**src/hdl/lps_pkg.sv**
```systemverilog
// led pattern sequencer package: command codes, mode encoding, request and result types
// no dependencies
package lps_pkg;

  localparam logic [7:0] CmdClear  = 8'h17;
  localparam logic [7:0] CmdStatic = 8'h80;
  localparam logic [7:0] CmdBinary = 8'h40;
  localparam logic [7:0] CmdRotate = 8'h20;
  localparam logic [7:0] CmdPair   = 8'h10;

  localparam logic [7:0] StaticPattern = 8'h55;
  localparam logic [7:0] BinaryLast    = 8'd254;

  typedef enum logic [1:0] {
    MODE_NONE   = 2'd0,
    MODE_BINARY = 2'd1,
    MODE_ROTATE = 2'd2,
    MODE_PAIR   = 2'd3
  } mode_e;

  typedef struct packed {
    logic       tick;
    logic [7:0] cmd_byte;
  } req_t;

  typedef struct packed {
    logic       alert;
    logic [7:0] leds;
  } result_t;

  function automatic logic [7:0] pair_pattern(input logic [2:0] idx);
    logic [7:0] pat;
    case (idx)
      3'd0:    pat = 8'h00;
      3'd1:    pat = 8'h18;
      3'd2:    pat = 8'h24;
      3'd3:    pat = 8'h42;
      3'd4:    pat = 8'h81;
      3'd5:    pat = 8'h42;
      3'd6:    pat = 8'h24;
      3'd7:    pat = 8'h18;
      default: pat = 8'h00;
    endcase
    return pat;
  endfunction

endpackage

```
**src/hdl/lps_engine.sv**
```systemverilog
// led pattern sequencer engine: mode, counters and led state with their update logic
// depends on lps_pkg
module lps_engine (
  input  logic             clk_i,
  input  logic             rst_ni,
  input  logic             advance_i,
  input  lps_pkg::req_t    req_i,
  output lps_pkg::result_t result_o
);

  lps_pkg::mode_e mode_q, mode_d;
  logic [7:0] bin_cnt_q, bin_cnt_d;
  logic [2:0] rot_cnt_q, rot_cnt_d;
  logic [2:0] pair_cnt_q, pair_cnt_d;
  logic [7:0] leds_q, leds_d;
  logic       alert_q, alert_d;

  always_comb begin
    mode_d     = mode_q;
    bin_cnt_d  = bin_cnt_q;
    rot_cnt_d  = rot_cnt_q;
    pair_cnt_d = pair_cnt_q;
    leds_d     = leds_q;
    alert_d    = alert_q;
    if (req_i.tick) begin
      case (mode_q)
        lps_pkg::MODE_BINARY: begin
          leds_d    = bin_cnt_q;
          bin_cnt_d = (bin_cnt_q >= lps_pkg::BinaryLast) ? 8'd0 : bin_cnt_q + 8'd1;
        end
        lps_pkg::MODE_ROTATE: begin
          leds_d    = 8'd1 << rot_cnt_q;
          rot_cnt_d = rot_cnt_q + 3'd1;
        end
        lps_pkg::MODE_PAIR: begin
          leds_d     = lps_pkg::pair_pattern(pair_cnt_q);
          pair_cnt_d = pair_cnt_q + 3'd1;
        end
        default: ;
      endcase
    end else begin
      case (req_i.cmd_byte)
        lps_pkg::CmdClear: begin
          alert_d    = 1'b0;
          mode_d     = lps_pkg::MODE_NONE;
          bin_cnt_d  = 8'd0;
          rot_cnt_d  = 3'd0;
          pair_cnt_d = 3'd0;
          leds_d     = 8'd0;
        end
        lps_pkg::CmdStatic: begin
          alert_d = 1'b1;
          mode_d  = lps_pkg::MODE_NONE;
          leds_d  = lps_pkg::StaticPattern;
        end
        lps_pkg::CmdBinary: begin
          alert_d = 1'b1;
          mode_d  = lps_pkg::MODE_BINARY;
        end
        lps_pkg::CmdRotate: begin
          alert_d = 1'b1;
          mode_d  = lps_pkg::MODE_ROTATE;
        end
        lps_pkg::CmdPair: begin
          alert_d = 1'b1;
          mode_d  = lps_pkg::MODE_PAIR;
        end
        default: ;
      endcase
    end
  end

  always_ff @(posedge clk_i or negedge rst_ni) begin
    if (!rst_ni) begin
      mode_q     <= lps_pkg::MODE_NONE;
      bin_cnt_q  <= 8'd0;
      rot_cnt_q  <= 3'd0;
      pair_cnt_q <= 3'd0;
      leds_q     <= 8'd0;
      alert_q    <= 1'b0;
    end else if (advance_i) begin
      mode_q     <= mode_d;
      bin_cnt_q  <= bin_cnt_d;
      rot_cnt_q  <= rot_cnt_d;
      pair_cnt_q <= pair_cnt_d;
      leds_q     <= leds_d;
      alert_q    <= alert_d;
    end
  end

  assign result_o.leds  = leds_d;
  assign result_o.alert = alert_d;

endmodule

```
**src/hdl/lps_out_reg.sv**
```systemverilog
// led pattern sequencer result register with valid/ready handshake
// depends on lps_pkg
module lps_out_reg (
  input  logic             clk_i,
  input  logic             rst_ni,
  input  logic             load_i,
  input  lps_pkg::result_t result_i,
  input  logic             ready_i,
  output logic             valid_o,
  output logic             free_o,
  output lps_pkg::result_t result_o
);

  logic             valid_q, valid_d;
  lps_pkg::result_t result_q;

  assign free_o  = !valid_q || ready_i;
  assign valid_d = load_i || (valid_q && !ready_i);

  always_ff @(posedge clk_i or negedge rst_ni) begin
    if (!rst_ni) begin
      valid_q <= 1'b0;
    end else begin
      valid_q <= valid_d;
    end
  end

  always_ff @(posedge clk_i) begin
    if (load_i) begin
      result_q <= result_i;
    end
  end

  assign valid_o  = valid_q;
  assign result_o = result_q;

endmodule

```
**src/hdl/led_pattern_sequencer_core.sv**
```systemverilog
// led pattern sequencer top level: input register, engine and result register
// depends on lps_pkg, lps_engine and lps_out_reg
//
// Usage: each request on the slave stream is either a command byte (tuser = 0,
// byte in tdata) or an animation timer tick (tuser = 1, tdata ignored). Every
// request yields exactly one result on the master stream, holding the eight
// LED states and the alert LED after that request.
// Path: a request accepted on the slave side is captured in the input register,
// processed by the engine once the result register is free, and loaded into
// the result register, which drives the master side and raises tvalid.
// Throughput: one request per cycle while m_axis_tready stays high, set by the
// state update in the engine; the input register and the result register keep
// both sides moving together.
// Stall: while a result waits for tready the result register holds it; one
// more request may sit in the input register, after which s_axis_tready drops
// until the master side takes the waiting result.
// Reset: rst_ni clears both valid flags, the mode, all counters and all LEDs,
// so the block starts with every LED off and no animation selected.
module led_pattern_sequencer_core (
  input  logic        clk_i,
  input  logic        rst_ni,
  input  logic        s_axis_tvalid,
  output logic        s_axis_tready,
  input  logic [7:0]  s_axis_tdata,  // [7:0] cmd_byte
  input  logic        s_axis_tuser,  // [0] cmd (1 = tick)
  output logic        m_axis_tvalid,
  input  logic        m_axis_tready,
  output logic [15:0] m_axis_tdata   // [7:0] leds, [8] alert, [15:9] zero
);

  logic             in_valid_q, in_valid_d;
  lps_pkg::req_t    req_q;
  logic             advance;
  logic             out_free;
  lps_pkg::result_t next_res;
  lps_pkg::result_t out_res;

  assign advance       = in_valid_q && out_free;
  assign s_axis_tready = !in_valid_q || out_free;
  assign in_valid_d    = (s_axis_tvalid && s_axis_tready) || (in_valid_q && !out_free);

  always_ff @(posedge clk_i or negedge rst_ni) begin
    if (!rst_ni) begin
      in_valid_q <= 1'b0;
    end else begin
      in_valid_q <= in_valid_d;
    end
  end

  always_ff @(posedge clk_i) begin
    if (s_axis_tvalid && s_axis_tready) begin
      req_q.tick     <= s_axis_tuser;
      req_q.cmd_byte <= s_axis_tdata;
    end
  end

  lps_engine u_engine (
    .clk_i     (clk_i),
    .rst_ni    (rst_ni),
    .advance_i (advance),
    .req_i     (req_q),
    .result_o  (next_res)
  );

  lps_out_reg u_out_reg (
    .clk_i    (clk_i),
    .rst_ni   (rst_ni),
    .load_i   (advance),
    .result_i (next_res),
    .ready_i  (m_axis_tready),
    .valid_o  (m_axis_tvalid),
    .free_o   (out_free),
    .result_o (out_res)
  );

  assign m_axis_tdata = {7'd0, out_res.alert, out_res.leds};

endmodule
```
**config.mk**
```make
export PLATFORM = sky130hd
export DESIGN_NAME = led_pattern_sequencer_core
export DESIGN_NICKNAME = d
export VERILOG_FILES = /design/src/hdl/lps_pkg.sv /design/src/hdl/lps_engine.sv /design/src/hdl/lps_out_reg.sv /design/src/hdl/led_pattern_sequencer_core.sv
export SDC_FILE = /design/constraint.sdc
export NUM_CORES = 1
export LEC_CHECK = 0
export BUFFER_PORTS_ARGS = -buffer_cell sky130_fd_sc_hd__buf_2
export CORE_MARGIN = 2
export CORE_UTILIZATION = 58
export CTS_CLUSTER_DIAMETER = 100
export CTS_CLUSTER_SIZE = 10
export DETAILED_ROUTE_END_ITERATION = 7
export PLACE_DENSITY = 0.8
export SYNTH_ARGS = -nofsm -noshare
export SYNTH_HDL_FRONTEND = slang
export SYNTH_SLANG_ARGS = --single-unit
```
**constraint.sdc**
```tcl
create_clock -name clk_i -period 2.1 [get_ports clk_i]
set_input_delay 0.21 -clock clk_i [delete_from_list [all_inputs] [get_ports clk_i]]
set_output_delay 0.21 -clock clk_i [all_outputs]
set_load 0.02 [all_outputs]
```
== After elaboration in Yosys (flattened, before gate mapping) ==
Memory sizes are Yosys's and may differ from the RTL's.
Index checks and enable logic that the tools add are counted.
Cells by class
  $add $sub $neg: 3
  order comparisons: 1
  eq/ne operators: 11
  shift-type cells: 1
  mux-type cells: 15
  bitwise logic cells: 1
  reductions and logical operators: 20
Operators with widths (number)
  $mux W8: 5
  $pmux W8 S3: 1
  $eq A8 B5 Y1 const B: 2
  $pmux W8 S2: 1
  $mux W3: 5
  $reduce_and A3 Y1: 4
  $add A8 B1 Y8 const B: 1
  $eq A8 B6 Y1 const B: 1
  $eq A8 B7 Y1 const B: 1
  $eq A8 B8 Y1 const B: 1
  $ge A8 B8 Y1 const B: 1
  $pmux W2 S4: 1
  $shl A1 B3 Y8 const A: 1
  $add A3 B1 Y3 const B: 2
  $ne A2 B1 Y1 const B: 3
  $eq A2 B2 Y1 const B: 2
  $logic_and A1 B1 Y1: 4
  $logic_not A1 Y1: 4
  $logic_or A1 B1 Y1: 4
  $reduce_bool A4 Y1: 1
  $reduce_or A4 Y1: 1
  $eq A2 B1 Y1 const B: 1
  $pmux W1 S2: 1
  $reduce_bool A2 Y1: 1
  3 further kinds: 3
Word-level totals
  register bits after elaboration: 45
  memory bits (read-only): 64
  input bits: 13
  output and inout bits: 18
  logic and storage cells: 65
  memories kept: 1
Memory list
  (name not given): depth 8, width 8, rd ports 1, clocked after Yosys merged registers in 0, write ports 0, line lps_pkg.sv:33  | case (idx)

== Logic depth before layout (Yosys ltp) ==
  depth in word-level cells: 5
  depth in mapped cells: 7
  mapped depth without buffers: 7

== By module ==
Synthesis repeated with hierarchy kept, for this count alone.
Unflattened totals
  cells, all modules: 250
  area total of the unflattened synthesis: 2486.1 µm²
Modules (own cells, without submodules)
  lps_engine: instances 1, cells an instance 216, area each 1781.7 µm², seq. area each 625.6 µm²
  led_pattern_sequencer_core: instances 1, cells an instance 22, area each 386.6 µm², seq. area each 295.3 µm²
  lps_out_reg: instances 1, cells an instance 12, area each 317.8 µm², seq. area each 295.3 µm²

== Worst setup path before layout ==
Ideal clock, no wire load.
  kind: flip-flop to flip-flop
  from: reg req_q[3] (netlist bit)
  to: reg u_engine.bin_cnt_q[1]
  setup time: 0.076 ns
  data arrival time: 1.583 ns
  data required time: 2.024 ns
  path slack: 0.441 ns
  stages on the path, launching flop included: 6
  buffers on the path: 0
  clock period less this slack: 1.659 ns
  path through: edfxtp_1 -> and4bb_1 -> nand4_4 -> o31a_1 -> or3_1 -> o21ai_1
On the way
  word-level cells in the longest chain between the ends: 3
RTL lines
  start, declared: line led_pattern_sequencer_core.sv:32  | lps_pkg::req_t req_q;
  $eq A8 B5 Y1: line lps_engine.sv:42  | case (req_i.cmd_byte)
  $reduce_bool A2 Y1 (no line)
  $reduce_and A3 Y1 (no line)
  end signal, assigned: line lps_engine.sv:83  | bin_cnt_q <= bin_cnt_d;
  end, declared: line lps_engine.sv:12  | logic [7:0] bin_cnt_q, bin_cnt_d;
No other way between the ends.
A chain may end at the register's enable or synchronous reset.

==> metrics <==
drt wl/cell 14.9 um; unrepaired setup endpoints after global routing no; Max H-tree Level 2; proportion of layout cells with a drive suffix above 1 16.7%; Initial Util 61.5%; Max stage delay on crit path 0.42 ns; leading cell types in the layout, fill and taps excluded sky130_fd_sc_hd__dfrtp_1 (27), sky130_fd_sc_hd__buf_2 (23), sky130_fd_sc_hd__o21ai_0 (20), sky130_fd_sc_hd__nand2_1 (20); worst endpoint required time 2.16 ns; largest net degree at the start of global routing 28; fraction of registers with async set or reset after synthesis 60.0%; Synth Register Bits 45; global placement routability congestion 0.854; antenna violations before repair 0; total clock buffers created by CTS 5; final worst path period share 92.5%; most common flop cell mapped by yosys sky130_fd_sc_hd__dfrtp_1; Post-synth EDFFs 18; worst setup path end u_out_reg.result_o[1]; via count 1896; clock tree skew after final layout 0.00443 ns; Worst Hold Path Cells 1; commonest non-fill, non-tap cell in the layout sky130_fd_sc_hd__dfrtp_1; Distinct cells, synth 52; transition time at the pin with the least slew margin 0.618 ns; source of the critical timing path req_q[2]; kind of start point of the critical path register; number of DRC markers after the initial detailed-route iteration 168; placeable core region 0.00409 mm2; highest metal layer used by the detailed router met4; metal1 wirelength 2180 um; instance area after placement 0.00267 mm2; netlist area before placement 0.00251 mm2; static leakage 0.00121 uW; drt total wl 4840 um; register-to-register path setup slack 0.16 ns; Top delay family on crit path simple AND/OR/NAND/NOR gates; path depth of the worst reg2reg path 5; clock-pin transition on the worst setup and hold timing paths 0.08 ns; wire length of the first global-routing pass 8170 um; detailed placer's ending HPWL 3590 um; Post-route DRC 0; number of clock sinks 45; detailed-router iteration count before antenna repair 4; overall routing resource usage 21.2%; Crit. End Element register; Slew Limit Fails 0; final critical delay including setup and external delays 1.94 ns; worst path bufs/invs 0; endpoint arrival time on the critical path 2.00 ns; vias in the first global route 1799; Resized cells post-CTS 0; height of the die 69.8 um; count of input and output buffers 23; synthesized area divided by synthesized cell count 10.2 um2; proportion of synthesized chip area in sequential cells 48.4%; post-route setup TNS 0 ns; final net count 299; root buffer cell sky130_fd_sc_hd__clkbuf_8; worst skew pair latency 0.30 ns; CP Class register to register; cell count after synthesis 247; worst vdd rail ir drop 0.000485 V; count of pins on the block boundary 31; Die Outline Area 0.00488 mm2; pre-CTS worst setup slack 0.200 ns; worst-path cell with the longest stage delay sky130_fd_sc_hd__nor4_1; result of the run completed; met3 WL post-DR 256 um; launch point of the worst hold path s_axis_tdata[5]; minimum setup slack in the final design 0.157 ns; maximum capacitance violations 0; crit-path cells nor4_1 -> nand4b_1 -> a21oi_1 -> a31oi_1 -> o21a_1; post-DR vias/cell 5.83; Crit Path Max Fanout 5; total number of yosys warnings 0; final std cell area, no fill 0.00279 mm2; overflow left after global routing 0; Highest Clock Rate 0.515 GHz; count of endpoints failing hold in the final timing report 0; r2r endpoint u_out_reg.result_o[1]; met2 routed wirelength 2350 um; start of the worst register-to-register path req_q[2]; clock tree from TritonCTS done; CTS max path bufs 2; headroom to the max-slew limit 58.8%; count of cell instances traversed by the critical path 5; FP Rows 23; floorplan die width 69.8 um; count of antenna-violating nets left after detailed routing 0; synthesis-to-layout area growth 10.9%; power per standard cell area 686 mW/mm2; Ant. Diodes 0; final count of negative-setup-slack endpoints 0; sum of internal, switching and leakage power 1910 uW; min-delay worst type primary input to register
-- routing by layer --
metal  global-route usage [%]  up-vias
li1                         -      937
met1                     27.6      890
met2                     35.7       63
met3                     5.23        6
met4                     5.13        0
met5                        0        -
-- area by class of cell --
| class | count | area, um2 |
|---|---|---|
| Clock buffer | 6 | 72.6 |
| Clock inverter | 2 | 35.0 |
| Fill cell | 323 | 1300 |
| Inverter | 14 | 52.6 |
| Multi-Input combinational cell | 177 | 1170 |
| Sequential cell | 45 | 1220 |
| Tap cell | 50 | 62.6 |
| Timing Repair Buffer | 31 | 178 |
-- state kept, by name, indices dropped and copies added (netlist names), 2 cells and up --
signal	cells
u_out_reg.result_o	9
u_engine.pair_cnt_q	3
req_q	9
u_engine.mode_q	2
u_engine.rot_cnt_q	3
u_engine.bin_cnt_q	8
u_engine.leds_q	8
-- per-stage QoR --
| step | cells | hold WS (ns) | utilization (%) |
|---|---|---|---|
| final | 325 | 0.0856 | 68.2 |
| after global routing | 325 | 0.0642 | 68.2 |
| after CTS | 325 | 0.0785 | 68.2 |
| after detailed placement | 316 | 0.273 | 65.3 |
| after global placement | 316 | 0.267 | 65.3 |
| after floorplan | 253 | -0.0856 | - |
-- kinds of logic after synthesis --
kind of cell	synth area share, %
simple gates	15.8
buf+inv	5.92
compound gates	20.6
mux	2.14
flops	48.4
xor+xnor	1.05
fa+ha+maj	5.97
other cells	0.149
-- worst register-to-register path, cell delays in order, from the launching register on --
cell	delay, ns
sky130_fd_sc_hd__edfxtp_1	0.39
sky130_fd_sc_hd__nor4_1	0.42
sky130_fd_sc_hd__nand4b_1	0.25
sky130_fd_sc_hd__a21oi_1	0.41
sky130_fd_sc_hd__a31oi_1	0.12
sky130_fd_sc_hd__o21a_1	0.13
-- worst min path at each step --
stage / endpoint / slack (ns)
after floorplan: in_valid_q / -0.09
after global placement: u_engine.bin_cnt_q[0] / 0.27
after detailed placement: u_engine.bin_cnt_q[0] / 0.27
after CTS: req_q[0] / 0.08
after global routing: req_q[1] / 0.06
final: req_q[5] / 0.09
-- Yosys cell counts (2+ instances only) --
cell	count	area share (%)
sky130_fd_sc_hd__a211oi_1	2	0.60
sky130_fd_sc_hd__a21o_1	4	1.2
sky130_fd_sc_hd__a21oi_1	18	3.6
sky130_fd_sc_hd__a22o_1	3	1.0
sky130_fd_sc_hd__a31oi_1	3	0.75
sky130_fd_sc_hd__and2_1	2	0.50
sky130_fd_sc_hd__and3_1	3	0.75
sky130_fd_sc_hd__buf_2	4	0.80
sky130_fd_sc_hd__buf_4	7	2.1
sky130_fd_sc_hd__clkbuf_1	5	0.75
sky130_fd_sc_hd__dfrtp_1	27	27
sky130_fd_sc_hd__edfxtp_1	18	22
sky130_fd_sc_hd__ha_1	12	6.0
sky130_fd_sc_hd__inv_1	14	2.1
sky130_fd_sc_hd__mux2_2	3	1.3
sky130_fd_sc_hd__mux2i_1	2	0.80
sky130_fd_sc_hd__nand2_1	20	3.0
sky130_fd_sc_hd__nand2b_1	9	2.2
sky130_fd_sc_hd__nand3_1	3	0.60
sky130_fd_sc_hd__nand4_1	2	0.50
sky130_fd_sc_hd__nand4b_1	2	0.70
sky130_fd_sc_hd__nor2_1	16	2.4
sky130_fd_sc_hd__nor2b_1	5	1.2
sky130_fd_sc_hd__nor3_1	4	0.80
sky130_fd_sc_hd__o21a_1	3	0.90
sky130_fd_sc_hd__o21ai_0	20	4.0
sky130_fd_sc_hd__o22a_1	3	1.0
sky130_fd_sc_hd__o31ai_1	5	1.5
sky130_fd_sc_hd__o32ai_1	3	1.0
sky130_fd_sc_hd__o41ai_2	2	1.3
sky130_fd_sc_hd__xnor2_1	2	0.70
-- repair_timing --
action                    4_1_cts  5_1_grt
hold endpoints to repair       27        0
hold buffers                    1        0
setup buffers                   0        0
-- power breakdown --
| part | switching [uW] | total [uW] | internal (uW) |
|---|---|---|---|
| logic | 155 | 250 | 94.9 |
| clock network | 283 | 636 | 353 |
| registers | 43.6 | 1030 | 982 |
Note: power is estimated with default switching activity, not from simulation.
